**config.mk**
```make
export PLATFORM = sky130hd
export DESIGN_NAME = char_lcd_nibble_command_encoder_core
export DESIGN_NICKNAME = d
export VERILOG_FILES = /design/src/rtl/lcdne_pkg.sv /design/src/rtl/lcdne_front.sv /design/src/rtl/lcdne_queue.sv /design/src/rtl/lcdne_back.sv /design/src/rtl/char_lcd_nibble_command_encoder_core.sv
export SDC_FILE = /design/constraint.sdc
export NUM_CORES = 1
export LEC_CHECK = 0
export BUFFER_PORTS_ARGS = -buffer_cell sky130_fd_sc_hd__buf_2
export CORE_MARGIN = 4
export CORE_UTILIZATION = 45
export CTS_CLUSTER_SIZE = 24
export DETAILED_ROUTE_END_ITERATION = 8
export PLACE_DENSITY_LB_ADDON = 0.15
export SYNTH_ARGS = -nofsm -noshare
export SYNTH_HDL_FRONTEND = slang
export SYNTH_SLANG_ARGS = --single-unit
```
**constraint.sdc**
```tcl
create_clock -name i_clk -period 3.25 [get_ports i_clk]
set_clock_uncertainty 0.1 [all_clocks]
set_input_delay 0.975 -clock i_clk [delete_from_list [all_inputs] [get_ports i_clk]]
set_output_delay 0.975 -clock i_clk [all_outputs]
set_load 0.01 [all_outputs]
```
**src/rtl/lcdne_pkg.sv**
```systemverilog
package lcdne_pkg;

    // request codes on the command field
    localparam logic [1:0] CMD_INIT   = 2'd0;
    localparam logic [1:0] CMD_LOCATE = 2'd1;
    localparam logic [1:0] CMD_CLEAR  = 2'd2;
    localparam logic [1:0] CMD_WRITE  = 2'd3;

    // status codes on the result
    localparam logic [1:0] ST_OK      = 2'd0;
    localparam logic [1:0] ST_BAD_ROW = 2'd1;
    localparam logic [1:0] ST_BAD_COL = 2'd2;

    localparam logic [5:0] MAX_COLUMN = 6'd39;
    localparam logic [7:0] CLEAR_CODE = 8'h01;
    localparam logic       DDRAM_FLAG = 1'b1;
    localparam logic [3:0] BYTE_WAIT  = 4'd2;
    localparam logic       RS_INSTR   = 1'b0;
    localparam logic       RS_DATA    = 1'b1;

    // last step of the init sequence (14 nibbles)
    localparam logic [3:0] INIT_LAST  = 4'd13;

    typedef enum logic [1:0] {
        OP_INIT,
        OP_BYTE,
        OP_ERR
    } t_op_kind;

    // classified request handed from front to back
    typedef struct packed {
        t_op_kind   kind;
        logic       rs;
        logic [7:0] byte_val;
        logic [1:0] status;
    } t_op;

    typedef struct packed {
        logic [3:0] nibble;
        logic [3:0] wait_ms;
    } t_nib;

    // init sequence: wake-up nibbles, then 0x28 0x08 0x01 0x06 0x0F high first
    function automatic t_nib init_entry(input logic [3:0] step);
        t_nib e;
        case (step)
            4'd0:    e = '{nibble: 4'h3, wait_ms: 4'd15};
            4'd1:    e = '{nibble: 4'h3, wait_ms: 4'd5};
            4'd2:    e = '{nibble: 4'h3, wait_ms: 4'd1};
            4'd3:    e = '{nibble: 4'h2, wait_ms: 4'd0};
            4'd4:    e = '{nibble: 4'h2, wait_ms: BYTE_WAIT};
            4'd5:    e = '{nibble: 4'h8, wait_ms: 4'd0};
            4'd6:    e = '{nibble: 4'h0, wait_ms: BYTE_WAIT};
            4'd7:    e = '{nibble: 4'h8, wait_ms: 4'd0};
            4'd8:    e = '{nibble: 4'h0, wait_ms: BYTE_WAIT};
            4'd9:    e = '{nibble: 4'h1, wait_ms: 4'd0};
            4'd10:   e = '{nibble: 4'h0, wait_ms: BYTE_WAIT};
            4'd11:   e = '{nibble: 4'h6, wait_ms: 4'd0};
            4'd12:   e = '{nibble: 4'h0, wait_ms: BYTE_WAIT};
            4'd13:   e = '{nibble: 4'hF, wait_ms: 4'd0};
            default: e = '{nibble: 4'h0, wait_ms: 4'd0};
        endcase
        return e;
    endfunction

endpackage

```
**src/rtl/lcdne_front.sv**
```systemverilog
module lcdne_front (
    input  logic [1:0]    i_command,
    input  logic [1:0]    i_row,
    input  logic [5:0]    i_column,
    input  logic [7:0]    i_char_code,
    output lcdne_pkg::t_op o_op
);
    import lcdne_pkg::*;

    // classify the request into init, one byte, or an error result
    always_comb begin
        o_op = '{kind: OP_BYTE, rs: RS_INSTR, byte_val: 8'h00, status: ST_OK};
        case (i_command)
            CMD_INIT: begin
                o_op.kind = OP_INIT;
            end
            CMD_LOCATE: begin
                if (i_row > 2'd1) begin
                    o_op.kind   = OP_ERR;
                    o_op.status = ST_BAD_ROW;
                end else if (i_column > MAX_COLUMN) begin
                    o_op.kind   = OP_ERR;
                    o_op.status = ST_BAD_COL;
                end else begin
                    // column < 0x40, so base add is a plain bit insert
                    o_op.byte_val = {DDRAM_FLAG, i_row[0], i_column};
                end
            end
            CMD_CLEAR: begin
                o_op.byte_val = CLEAR_CODE;
            end
            CMD_WRITE: begin
                o_op.rs       = RS_DATA;
                o_op.byte_val = i_char_code;
            end
            default: begin
                o_op.kind = OP_ERR;
            end
        endcase
    end

endmodule

```
**src/rtl/lcdne_queue.sv**
```systemverilog
module lcdne_queue #(
    parameter int DEPTH = 2
) (
    input  logic           i_clk,
    input  logic           i_rst_n,
    input  logic           i_wr,
    input  lcdne_pkg::t_op i_wr_op,
    output logic           o_full,
    input  logic           i_rd,
    output logic           o_valid,
    output lcdne_pkg::t_op o_rd_op
);
    import lcdne_pkg::*;

    localparam int PTR_W = (DEPTH > 1) ? $clog2(DEPTH) : 1;
    localparam int CNT_W = $clog2(DEPTH + 1);

    t_op              r_mem [DEPTH];
    logic [PTR_W-1:0] r_wr_ptr, n_wr_ptr;
    logic [PTR_W-1:0] r_rd_ptr, n_rd_ptr;
    logic [CNT_W-1:0] r_count, n_count;

    assign o_full  = (r_count == CNT_W'(DEPTH));
    assign o_valid = (r_count != '0);
    assign o_rd_op = r_mem[r_rd_ptr];

    // pointer wrap and occupancy
    always_comb begin
        n_wr_ptr = r_wr_ptr;
        n_rd_ptr = r_rd_ptr;
        n_count  = r_count;
        if (i_wr) begin
            n_wr_ptr = (r_wr_ptr == PTR_W'(DEPTH - 1)) ? '0 : r_wr_ptr + 1'b1;
        end
        if (i_rd) begin
            n_rd_ptr = (r_rd_ptr == PTR_W'(DEPTH - 1)) ? '0 : r_rd_ptr + 1'b1;
        end
        if (i_wr && !i_rd) begin
            n_count = r_count + 1'b1;
        end else if (i_rd && !i_wr) begin
            n_count = r_count - 1'b1;
        end
    end

    always_ff @(posedge i_clk) begin
        if (!i_rst_n) begin
            r_wr_ptr <= '0;
            r_rd_ptr <= '0;
            r_count  <= '0;
        end else begin
            r_wr_ptr <= n_wr_ptr;
            r_rd_ptr <= n_rd_ptr;
            r_count  <= n_count;
        end
    end

    // storage, no reset needed
    always_ff @(posedge i_clk) begin
        if (i_wr) begin
            r_mem[r_wr_ptr] <= i_wr_op;
        end
    end

    a_no_overflow: assert property (@(posedge i_clk) disable iff (!i_rst_n)
        !(i_wr && o_full && !i_rd))
        else $error("queue written while full");

    a_no_underflow: assert property (@(posedge i_clk) disable iff (!i_rst_n)
        i_rd |-> o_valid)
        else $error("queue read while empty");

    a_count_range: assert property (@(posedge i_clk) disable iff (!i_rst_n)
        r_count <= CNT_W'(DEPTH))
        else $error("queue count out of range");

endmodule

```
**src/rtl/lcdne_back.sv**
```systemverilog
module lcdne_back (
    input  logic           i_clk,
    input  logic           i_rst_n,
    input  logic           i_op_valid,
    input  lcdne_pkg::t_op i_op,
    output logic           o_op_done,
    input  logic           i_pop,
    output logic           o_empty,
    output logic           o_reg_select,
    output logic [3:0]     o_nibble,
    output logic [3:0]     o_wait_ms,
    output logic [1:0]     o_status,
    output logic           o_last
);
    import lcdne_pkg::*;

    logic       r_valid;
    logic [3:0] r_step, n_step;
    logic       r_rs, n_rs;
    logic [3:0] r_nibble, n_nibble;
    logic [3:0] r_wait, n_wait;
    logic [1:0] r_status, n_status;
    logic       r_last, n_last;
    logic       w_adv;
    t_nib       w_init;

    // output register takes a new nibble when empty or being drained
    assign w_adv     = i_op_valid && (!r_valid || i_pop);
    assign w_init    = init_entry(r_step);
    assign o_op_done = w_adv && n_last;

    // nibble for the current step of the head request
    always_comb begin
        n_rs     = RS_INSTR;
        n_nibble = 4'h0;
        n_wait   = 4'd0;
        n_status = ST_OK;
        n_last   = 1'b1;
        case (i_op.kind)
            OP_INIT: begin
                n_nibble = w_init.nibble;
                n_wait   = w_init.wait_ms;
                n_last   = (r_step == INIT_LAST);
            end
            OP_BYTE: begin
                n_rs = i_op.rs;
                if (r_step == 4'd0) begin
                    n_nibble = i_op.byte_val[7:4];
                    n_wait   = BYTE_WAIT;
                    n_last   = 1'b0;
                end else begin
                    n_nibble = i_op.byte_val[3:0];
                end
            end
            OP_ERR: begin
                n_status = i_op.status;
            end
            default: begin
                n_status = i_op.status;
            end
        endcase
        n_step = n_last ? 4'd0 : r_step + 4'd1;
    end

    // step counter and output valid
    always_ff @(posedge i_clk) begin
        if (!i_rst_n) begin
            r_valid <= 1'b0;
            r_step  <= 4'd0;
        end else begin
            if (w_adv) begin
                r_valid <= 1'b1;
                r_step  <= n_step;
            end else if (i_pop) begin
                r_valid <= 1'b0;
            end
        end
    end

    // result payload
    always_ff @(posedge i_clk) begin
        if (w_adv) begin
            r_rs     <= n_rs;
            r_nibble <= n_nibble;
            r_wait   <= n_wait;
            r_status <= n_status;
            r_last   <= n_last;
        end
    end

    assign o_empty      = !r_valid;
    assign o_reg_select = r_rs;
    assign o_nibble     = r_nibble;
    assign o_wait_ms    = r_wait;
    assign o_status     = r_status;
    assign o_last       = r_last;

    a_step_range: assert property (@(posedge i_clk) disable iff (!i_rst_n)
        r_step <= INIT_LAST)
        else $error("step counter past init sequence");

    a_byte_steps: assert property (@(posedge i_clk) disable iff (!i_rst_n)
        (i_op_valid && i_op.kind != OP_INIT) |-> (r_step <= 4'd1))
        else $error("byte request beyond two nibbles");

    a_err_single: assert property (@(posedge i_clk) disable iff (!i_rst_n)
        (r_valid && r_status != ST_OK) |-> (r_last && r_nibble == 4'h0
            && r_wait == 4'd0))
        else $error("error result not a lone empty result");

    a_hold_stall: assert property (@(posedge i_clk) disable iff (!i_rst_n)
        (r_valid && !i_pop) |=> (r_valid && $stable(r_nibble) && $stable(r_last)))
        else $error("result changed while stalled");

endmodule

```
**src/rtl/char_lcd_nibble_command_encoder_core.sv**
```systemverilog
// Character LCD 4-bit request encoder.
// Input side is a queue write port: present command, row, column and
// char_code with push; the request is taken on a clock edge where push is
// high and full is low. Result side is a queue read port: while empty is
// low the oldest nibble (reg_select, nibble, wait_ms, status, last) is on
// the outputs, and pop takes it. last marks the final nibble of a request.
// Init gives 14 nibbles, locate/clear/write give 2, a bad locate gives one
// error result. The first result of a request passes through the queue and
// then the result register when the back end is idle.
// The back end sequencer emits one nibble per cycle while pop drains the
// result register; a small request queue between front and back lets new
// requests be taken while earlier nibbles are still going out.
// When pop stays low the result register holds, the queue fills and full
// rises. Reset empties the queue and the result register; no clearing pass.
module char_lcd_nibble_command_encoder_core #(
    parameter int QUEUE_DEPTH = 2
) (
    input  logic       i_clk,
    input  logic       i_rst_n,
    input  logic       push,
    output logic       full,
    input  logic [1:0] i_command,
    input  logic [1:0] i_row,
    input  logic [5:0] i_column,
    input  logic [7:0] i_char_code,
    output logic       empty,
    input  logic       pop,
    output logic       o_reg_select,
    output logic [3:0] o_nibble,
    output logic [3:0] o_wait_ms,
    output logic [1:0] o_status,
    output logic       o_last
);
    import lcdne_pkg::*;

    t_op  w_front_op;
    t_op  w_head_op;
    logic w_head_valid;
    logic w_head_done;
    logic w_push_ok;

    assign w_push_ok = push && !full;

    lcdne_front u_front (
        .i_command   (i_command),
        .i_row       (i_row),
        .i_column    (i_column),
        .i_char_code (i_char_code),
        .o_op        (w_front_op)
    );

    lcdne_queue #(
        .DEPTH (QUEUE_DEPTH)
    ) u_queue (
        .i_clk   (i_clk),
        .i_rst_n (i_rst_n),
        .i_wr    (w_push_ok),
        .i_wr_op (w_front_op),
        .o_full  (full),
        .i_rd    (w_head_done),
        .o_valid (w_head_valid),
        .o_rd_op (w_head_op)
    );

    lcdne_back u_back (
        .i_clk        (i_clk),
        .i_rst_n      (i_rst_n),
        .i_op_valid   (w_head_valid),
        .i_op         (w_head_op),
        .o_op_done    (w_head_done),
        .i_pop        (pop && !empty),
        .o_empty      (empty),
        .o_reg_select (o_reg_select),
        .o_nibble     (o_nibble),
        .o_wait_ms    (o_wait_ms),
        .o_status     (o_status),
        .o_last       (o_last)
    );

endmodule
```
==> report_table.html, run 1 <==
<table>
<tr><th>Metric</th><th>Value</th></tr>
<tr><th colspan="2">Logic synthesis</th></tr>
<tr><td>Synthesized netlist cell count</td><td>between 150 and 200</td></tr>
<tr><td>Distinct cell type count after synthesis</td><td>46</td></tr>
<tr><td>Synthesis-stage register bit count</td><td>56</td></tr>
<tr><td>Syn_area_per_cell</td><td>13.8 um^2</td></tr>
<tr><td>Post-Syn Nets</td><td>203</td></tr>
<tr><td>Synthesis Warnings</td><td>0</td></tr>
<tr><td>Sequential element share of the synthesized area</td><td>61.4%</td></tr>
<tr><td>Total standard cell area after synthesis</td><td>0.00244 mm^2</td></tr>
<tr><th colspan="2">Routing</th></tr>
<tr><td>Number of DRC markers in iteration 0</td><td>44</td></tr>
<tr><td>Routed length on met1</td><td>1.93 mm</td></tr>
<tr><td>Wirelength per Cell</td><td>14.2 um</td></tr>
<tr><td>Total wire length</td><td>between 4 and 5 mm</td></tr>
<tr><td>Remaining number of nets flagged by the antenna check after routing</td><td>0</td></tr>
<tr><td>Highest metal used</td><td>met4</td></tr>
<tr><td>Vias after detailed routing</td><td>1463</td></tr>
<tr><td>Routed length on met2</td><td>1.92 mm</td></tr>
<tr><td>Remaining routing DRC violations</td><td>0</td></tr>
<tr><td>Via-to-Cell Ratio</td><td>5.06</td></tr>
<tr><td>Length of the first detailed-routing pass in iterations</td><td>4</td></tr>
<tr><td>Met3 layer wire length in the routed design</td><td>199 um</td></tr>
<tr><th colspan="2">Layout</th></tr>
<tr><td>Utilization of the core after routing</td><td>a little over half</td></tr>
<tr><td>Layout fillers</td><td>between 400 and 500</td></tr>
<tr><td>Final std cells w/o fill</td><td>289</td></tr>
<tr><td>Final Cell Area</td><td>roughly 0.0028 mm^2</td></tr>
<tr><td>Commonest non-fill, non-tap cells in the layout</td><td>edfxtp_1, buf_2, nor2_1, dfxtp_1, a22o_1</td></tr>
<tr><td>Ant. Diodes</td><td>0</td></tr>
<tr><td>Final #Nets</td><td>244</td></tr>
<tr><td>Share of final-layout standard cells stronger than drive strength 1</td><td>29.7%</td></tr>
<tr><td>Most frequent standard cell in the layout excluding fill and tap cells</td><td>edfxtp_1</td></tr>
<tr><td>Area growth from synthesis to layout</td><td>14.5%</td></tr>
<tr><th colspan="2">Critical path</th></tr>
<tr><td>Signal arrival time at the worst endpoint</td><td>approximately 2.8 ns</td></tr>
<tr><td>Capture point of the worst reg-to-reg path</td><td>u_queue.r_count[1]</td></tr>
<tr><td>Largest fanout on the critical path</td><td>8</td></tr>
<tr><td>CP Capture Point</td><td>u_queue.r_count[1]</td></tr>
<tr><td>Flop-to-flop setup slack</td><td>0.61 ns</td></tr>
<tr><td>Required arrival time at the worst endpoint</td><td>roughly 3.4 ns</td></tr>
<tr><td>Setup crit start kind</td><td>flip-flop</td></tr>
<tr><td>Depth of the worst register-to-register path</td><td>9</td></tr>
<tr><td>Worst Setup SP</td><td>u_back.r_step[0]</td></tr>
<tr><td>Category of the most critical setup path</td><td>reg2reg</td></tr>
<tr><td>Worst R2R Start</td><td>u_back.r_step[0]</td></tr>
<tr><td>Kind of capture point of the worst setup path</td><td>flip-flop</td></tr>
<tr><th colspan="2">Timing</th></tr>
<tr><td>Highest clock frequency the design can meet</td><td>378 MHz</td></tr>
<tr><td>Setup tns final</td><td>0 ns</td></tr>
<tr><td>Hold_ws</td><td>between 0.4 and 0.5 ns</td></tr>
<tr><td>Final hold violations</td><td>0</td></tr>
<tr><td>Minimum period implied by the final worst setup slack</td><td>roughly 2.6 ns</td></tr>
<tr><td>Unrepaired setup endpoints after global routing</td><td>no</td></tr>
<tr><td>Final Slew Violations</td><td>0</td></tr>
<tr><td>Share of the clock period used by the worst path</td><td>81.3%</td></tr>
<tr><td>Number of endpoints failing setup at the final stage</td><td>0</td></tr>
<tr><td>Slew at the pin with the worst max-slew slack</td><td>0.708 ns</td></tr>
<tr><td>Slew headroom</td><td>a little over half</td></tr>
<tr><th colspan="2">GRT</th></tr>
<tr><td>Antenna violations before repair</td><td>0</td></tr>
<tr><td>Largest net degree at the start of global routing</td><td>17</td></tr>
<tr><td>Global route overflow</td><td>0</td></tr>
<tr><td>Number of global-route vias before repair</td><td>1438</td></tr>
<tr><td>Global-route wire length before repair</td><td>6.65 mm</td></tr>
<tr><td>GR Util All Layers</td><td>13.5%</td></tr>
<tr><th colspan="2">Placed design</th></tr>
<tr><td>Detailed placement HPWL</td><td>roughly 3.1 mm</td></tr>
<tr><td>Total placed instance area</td><td>roughly 0.0027 mm^2</td></tr>
<tr><td>Number of buffer cells added on primary ports</td><td>35</td></tr>
<tr><td>Final GP Congestion</td><td>between 0.8 and 0.9</td></tr>
<tr><td>Number of placed cells counting well taps</td><td>281</td></tr>
<tr><th colspan="2">Clocking</th></tr>
<tr><td>Clock transition at the registers of the reported paths</td><td>~0.09 ns</td></tr>
<tr><td>CTS buffer count</td><td>5</td></tr>
<tr><td>Post-CTS Setup Bufs</td><td>0</td></tr>
<tr><td>Number of resized instances in the post-cts repair step</td><td>0</td></tr>
<tr><td>Max H-tree Level</td><td>2</td></tr>
<tr><td>Number of sinks driven by the clock tree</td><td>56</td></tr>
<tr><td>Clock root cell</td><td>clkbuf_8</td></tr>
<tr><td>Insertion delay to the later sink of the worst-skew pair</td><td>roughly 0.30 ns</td></tr>
<tr><td>Clock Path Buffers</td><td>2</td></tr>
<tr><td>CTS tree</td><td>yes</td></tr>
<tr><td>Hold bufs inserted after CTS</td><td>0</td></tr>
<tr><th colspan="2">Min path</th></tr>
<tr><td>Class of the tightest hold or removal check</td><td>reg2reg</td></tr>
<tr><th colspan="2">Pwr</th></tr>
<tr><td>Power per unit of standard cell area</td><td>~800 mW/mm^2</td></tr>
<tr><td>Worst-case vdd ir drop</td><td>404 uV</td></tr>
<tr><td>Static leakage</td><td>1.09 nW</td></tr>
<tr><th colspan="2">Floorplan</th></tr>
<tr><td>Vert. Die Dim</td><td>81.7 um</td></tr>
<tr><td>Starting density of the core</td><td>47.3%</td></tr>
<tr><td>Row Count</td><td>26</td></tr>
<tr><td>Placeable core region</td><td>about 0.0052 mm^2</td></tr>
<tr><td>Area of the die</td><td>0.00668 mm^2</td></tr>
<tr><td>Die width</td><td>81.7 um</td></tr>
<tr><td>Boundary Pins</td><td>36</td></tr>
<tr><th colspan="2">Job</th></tr>
<tr><td>Max Cap Violations</td><td>0</td></tr>
<tr><th colspan="2">Run status</th></tr>
<tr><td>Run status</td><td>finished, final reports clean</td></tr>
</table>
-- cell families after synthesis --
kind of cell | synth area share (%)
DFF | 61.4
and+or+nand+nor | 13.2
AOI/OAI and AO/OA | 10.7
buffers and inverters | 2.61
xor gates and xnor gates | 4.25
muxes | 5.42
adders and majority gates | 2.46
-- worst max-delay path, stage by stage, from the launching register on --
cell and delay [ns]:
dfxtp_1 0.51, inv_1 0.14, ha_1 0.21, nor3b_2 0.19
a21boi_2 0.24, nor3_2 0.28, inv_1 0.08, ha_1 0.31
or3_1 0.39, a21oi_1 0.13
-- worst min path at each step --
| stage | slack [ns] | cells past startpoint | end | start |
|---|---|---|---|---|
| after CTS | 0.42 | 1 | u_back.o_wait_ms[1] | u_back.w_init[1] |
| final | 0.41 | 1 | u_back.o_wait_ms[1] | u_back.w_init[1] |
| after floorplan | 0.38 | 1 | u_back.o_wait_ms[1] | u_back.w_init[1] |
| after global placement | 0.39 | 1 | u_back.o_wait_ms[0] | u_back.w_init[0] |
| after global routing | 0.43 | 1 | u_back.o_wait_ms[1] | u_back.w_init[1] |
| after detailed placement | 0.39 | 1 | u_back.o_wait_ms[1] | u_back.w_init[1] |
-- Yosys cell counts (all sizes together) --
cell type  number  share of area, %
o31ai           3               1.5
nand2b          3              0.77
dfxtp          18                15
o21a            1              0.31
or2             2              0.51
edfxtp         38                47
a22o           10               3.6
a31oi           1              0.26
and2            4               1.0
a21o            2              0.61
and2b           1              0.31
mux4            4               3.7
xor2            4               1.4
a21boi          1              0.46
nor3            5               1.4
nor2           19               3.0
mux2i           3               1.7
nand3           2              0.41
a32oi           1               1.1
inv             9               1.4
ha              4               2.0
xnor2           7               2.8
o21ai           4              0.82
or3             4               1.2
clkbuf          1              0.15
nor3b           3               1.1
and3            1              0.26
nand2           5              0.77
nand3b          1              0.31
a21oi           4              0.82
a32o            3               1.2
buf             3               1.1
nor4            2               1.0
maj3            1              0.41
or3b            2              0.72
nor2b           1              0.26
-- metal layers --
metal  global-route usage (%)  up-vias
li1                         -      737
met2                     22.6       33
met1                     16.8      686
met4                     4.49        0
met3                     3.95        7
met5                        0        -
-- state kept, by name (all words and copies together), names as in the netlist, named ones only --
signal and count:
u_back.o_last 1, u_back.o_nibble 4, u_back.o_wait_ms 4, u_queue.r_count 2
u_queue.r_wr_ptr 1, u_back.o_status 2, u_back.w_init 8, u_queue.r_rd_ptr 1
u_queue.r_mem 26, u_back.r_valid 1, u_back.r_step 4, u_back.o_reg_select 1
-- cell type report --
| type | count | area (um^2) | area share (%) |
|---|---|---|---|
| flip-flops and latches | 56 | 1500 | 53.6 |
| multi-input cells | 108 | 880 | 31.4 |
| clock buffers | 8 | 100 | 3.57 |
| inverters | 9 | 33.8 | 1.21 |
| well taps | 70 | 87.6 | 3.13 |
| repair buffers | 38 | 198 | 7.06 |
-- stage by stage --
| step | power (mW) | setup slack (ns) |
|---|---|---|
| 6_report | 2.21 | 0.607 |
| 5_1_grt | 2.35 | 0.425 |
| 4_1_cts | 2.24 | 0.572 |
| 3_5_place_dp | 1.83 | 0.360 |
| 3_3_place_gp | 1.81 | 0.421 |
| 2_1_floorplan | 1.62 | 0.428 |
-- report_power, final --
group	switching, mW	internal [mW]	leakage (nW)	total, mW
combinational	0.430	0.328	0.528	0.758
clock	0.205	0.195	0.0515	0.400
sequential	0.0753	0.972	0.513	1.05
Power figures use the tool's default switching activity.
==> run 2, diff against run 1 <==
==> constraint.sdc (replaced) <==
create_clock -name i_clk -period 2.4 [get_ports i_clk]
set_clock_uncertainty 0.1 [all_clocks]
set_input_delay 0.72 -clock i_clk [delete_from_list [all_inputs] [get_ports i_clk]]
set_output_delay 0.72 -clock i_clk [all_outputs]
set_load 0.01 [all_outputs]
==> run 2 against run 1 <==
  * Combinational power grew 50%
  * Cell area increased by 2.5%
  * Sequential share of layout area fell by 1.2 points
  * Clock power rose by 33%
  * Clock-buffer cell count is 2 lower
  * Via count up 3.0%
  * Fmax increased by 16%
  * Die area unchanged
  * Total power up 40%
  * Global-route usage fell by 0.38 points
  * First-iteration DRC count rose by 59%
==> report_table.html, run 2 (same netlist as run 1, synthesis figures left out) <==
<table>
<tr><th>Metric</th><th>Value</th></tr>
<tr><th colspan="2">GRT</th></tr>
<tr><td>Global-route wire length before repair</td><td>6.67 mm</td></tr>
<tr><td>Largest net degree at the start of global routing</td><td>18</td></tr>
<tr><td>Global route overflow</td><td>0</td></tr>
<tr><td>GR Util All Layers</td><td>13.1%</td></tr>
<tr><td>Antenna violations before repair</td><td>0</td></tr>
<tr><td>Number of global-route vias before repair</td><td>about 1400</td></tr>
<tr><th colspan="2">Layout</th></tr>
<tr><td>Final std cells w/o fill</td><td>about 300</td></tr>
<tr><td>Area growth from synthesis to layout</td><td>17.3%</td></tr>
<tr><td>Most frequent standard cell in the layout excluding fill and tap cells</td><td>edfxtp_1</td></tr>
<tr><td>Utilization of the core after routing</td><td>55.5%</td></tr>
<tr><td>Ant. Diodes</td><td>0</td></tr>
<tr><td>Top reg by flops</td><td>u_queue.r_mem</td></tr>
<tr><td>Max reg flops</td><td>26</td></tr>
<tr><td>Commonest non-fill, non-tap cells in the layout</td><td>edfxtp_1, buf_2, nor2_1</td></tr>
<tr><td>Final #Nets</td><td>251</td></tr>
<tr><td>Layout fillers</td><td>444</td></tr>
<tr><td>Share of final-layout standard cells stronger than drive strength 1</td><td>33.6%</td></tr>
<tr><th colspan="2">Placed design</th></tr>
<tr><td>Number of buffer cells added on primary ports</td><td>35</td></tr>
<tr><td>Final GP Congestion</td><td>between 0.8 and 0.9</td></tr>
<tr><td>Detailed placement HPWL</td><td>3.15 mm</td></tr>
<tr><td>Setup slack at placement</td><td>0.0385 ns</td></tr>
<tr><td>Number of placed cells counting well taps</td><td>288</td></tr>
<tr><th colspan="2">Routing</th></tr>
<tr><td>Remaining number of nets flagged by the antenna check after routing</td><td>0</td></tr>
<tr><td>Wirelength per Cell</td><td>between 10 and 15 um</td></tr>
<tr><td>Via-to-Cell Ratio</td><td>5.09</td></tr>
<tr><td>Total wire length</td><td>4.12 mm</td></tr>
<tr><td>Vias after detailed routing</td><td>1507</td></tr>
<tr><td>Length of the first detailed-routing pass in iterations</td><td>4</td></tr>
<tr><td>Remaining routing DRC violations</td><td>0</td></tr>
<tr><td>Number of DRC markers in iteration 0</td><td>70</td></tr>
<tr><th colspan="2">Timing</th></tr>
<tr><td>Setup tns final</td><td>0 ns</td></tr>
<tr><td>Number of endpoints failing setup at the final stage</td><td>0</td></tr>
<tr><td>Least setup slack across all paths after layout</td><td>around 0.12 ns</td></tr>
<tr><td>Share of the clock period used by the worst path</td><td>95.1%</td></tr>
<tr><td>Slew at the pin with the worst max-slew slack</td><td>0.730 ns</td></tr>
<tr><td>Final hold violations</td><td>0</td></tr>
<tr><td>Minimum period implied by the final worst setup slack</td><td>2.28 ns</td></tr>
<tr><td>Highest clock frequency the design can meet</td><td>438 MHz</td></tr>
<tr><td>Final Slew Violations</td><td>0</td></tr>
<tr><td>Unrepaired setup endpoints after global routing</td><td>no</td></tr>
<tr><td>Slew headroom</td><td>51.0%</td></tr>
<tr><th colspan="2">Floorplan</th></tr>
<tr><td>Row Count</td><td>26</td></tr>
<tr><td>Placeable core region</td><td>0.00517 mm^2</td></tr>
<tr><td>Area of the die</td><td>0.00668 mm^2</td></tr>
<tr><td>Boundary Pins</td><td>36</td></tr>
<tr><td>Die width</td><td>81.7 um</td></tr>
<tr><td>Starting density of the core</td><td>a little under half</td></tr>
<tr><td>Vert. Die Dim</td><td>81.7 um</td></tr>
<tr><th colspan="2">Clocking</th></tr>
<tr><td>Insertion delay to the later sink of the worst-skew pair</td><td>slightly above 0.3 ns</td></tr>
<tr><td>Clock transition at the registers of the reported paths</td><td>0.10 ns</td></tr>
<tr><td>CTS tree</td><td>yes</td></tr>
<tr><td>Max H-tree Level</td><td>2</td></tr>
<tr><td>Number of sinks driven by the clock tree</td><td>56</td></tr>
<tr><td>CTS buffer count</td><td>5</td></tr>
<tr><td>Clock Path Buffers</td><td>2</td></tr>
<tr><td>Clock root cell</td><td>clkbuf_8</td></tr>
<tr><th colspan="2">Critical path</th></tr>
<tr><td>Largest fanout on the critical path</td><td>9</td></tr>
<tr><td>Delay of the slowest critical-path stage</td><td>~0.52 ns</td></tr>
<tr><td>Setup crit start kind</td><td>flip-flop</td></tr>
<tr><td>Worst path bufs/invs</td><td>1</td></tr>
<tr><td>Category of the most critical setup path</td><td>reg2reg</td></tr>
<tr><td>Slowest cell on the critical path</td><td>dfxtp_1</td></tr>
<tr><td>Kind of capture point of the worst setup path</td><td>flip-flop</td></tr>
<tr><td>Signal arrival time at the worst endpoint</td><td>2.43 ns</td></tr>
<tr><td>Family with the most delay on the worst path</td><td>simple AND/OR/NAND/NOR gates</td></tr>
<tr><td>Required arrival time at the worst endpoint</td><td>2.54 ns</td></tr>
<tr><td>Cells along the critical path</td><td>or3b_2 -&gt; a32oi_4 -&gt; nor3_4 -&gt; inv_2 -&gt; ha_4 -&gt; or3_1 -&gt; a21oi_1</td></tr>
<tr><th colspan="2">Pwr</th></tr>
<tr><td>Power per unit of standard cell area</td><td>about 1100 mW/mm^2</td></tr>
<tr><td>Static leakage</td><td>1.13 nW</td></tr>
<tr><td>Internal portion of total power</td><td>2.07 mW</td></tr>
<tr><td>Clock network fraction of total power</td><td>17.3%</td></tr>
<tr><td>P_sw</td><td>1.01 mW</td></tr>
<tr><td>Portion of total power attributed to sequential cells</td><td>45.7%</td></tr>
<tr><td>Worst-case vdd ir drop</td><td>466 uV</td></tr>
<tr><td>Proportion of power drawn by combinational gates</td><td>between 30% and 40%</td></tr>
<tr><td>Tot Pwr</td><td>between 3 and 4 mW</td></tr>
<tr><td>Sw Ratio</td><td>32.7%</td></tr>
<tr><th colspan="2">Run status</th></tr>
<tr><td>Run status</td><td>finished, final reports clean</td></tr>
<tr><th colspan="2">Job</th></tr>
<tr><td>Max Cap Violations</td><td>0</td></tr>
<tr><th colspan="2">Min path</th></tr>
<tr><td>Class of the tightest hold or removal check</td><td>reg2reg</td></tr>
</table>
## run 2: final timing paths
kind	start	end	slack [ns]	depth (start not counted)
max	flip-flop	u_queue.r_count[1]	0.12	7
min	u_back.w_init[2]	u_back.o_wait_ms[2]	0.41	1
max reg2reg	flip-flop	u_queue.r_count[1]	0.12	7
min reg2reg	u_back.w_init[2]	u_back.o_wait_ms[2]	0.41	1
## run 2: per-stage QoR
stage | area, um^2 | hold slack, ns
2_1_floorplan | 2460 | 0.379
3_3_place_gp | 2770 | 0.389
3_5_place_dp | 2770 | 0.396
4_1_cts | 2870 | 0.422
5_1_grt | 2870 | 0.441
6_report | 2870 | 0.414
## run 2: power groups by stage
stage | sequential (mW) | combinational, mW | clock, mW
2_1_floorplan | 1.46 | 0.762 | 0
4_1_cts | 1.41 | 1.16 | 0.545
3_3_place_gp | 1.42 | 1.13 | 0
3_5_place_dp | 1.43 | 1.15 | 0
6_report | 1.41 | 1.14 | 0.532
5_1_grt | 1.43 | 1.25 | 0.579
## run 2: metal layers
metal,up-vias,global-route usage [%],wire [um]
met2,40,21.4,1940
met4,0,2.49,29
met3,4,3.73,223
li1,748,-,-
met5,-,0,0
met1,715,17.6,1930
## run 2: final cells by class
class	count	area [um^2]	area share, %
inverters	9	33.8	1.18
multi-input cells	108	898	31.3
well taps	70	87.6	3.05
repair buffers	45	250	8.72
clock buffers	6	82.6	2.88
flip-flops and latches	56	1500	52.4
clock inverters	2	13.8	0.480
## run 2: what timing repair did
action	4_1_cts	5_1_grt
endpoints found under the setup margin	0	1
setup buffers	0	0
hold buffers	0	0
resized for setup	0	1
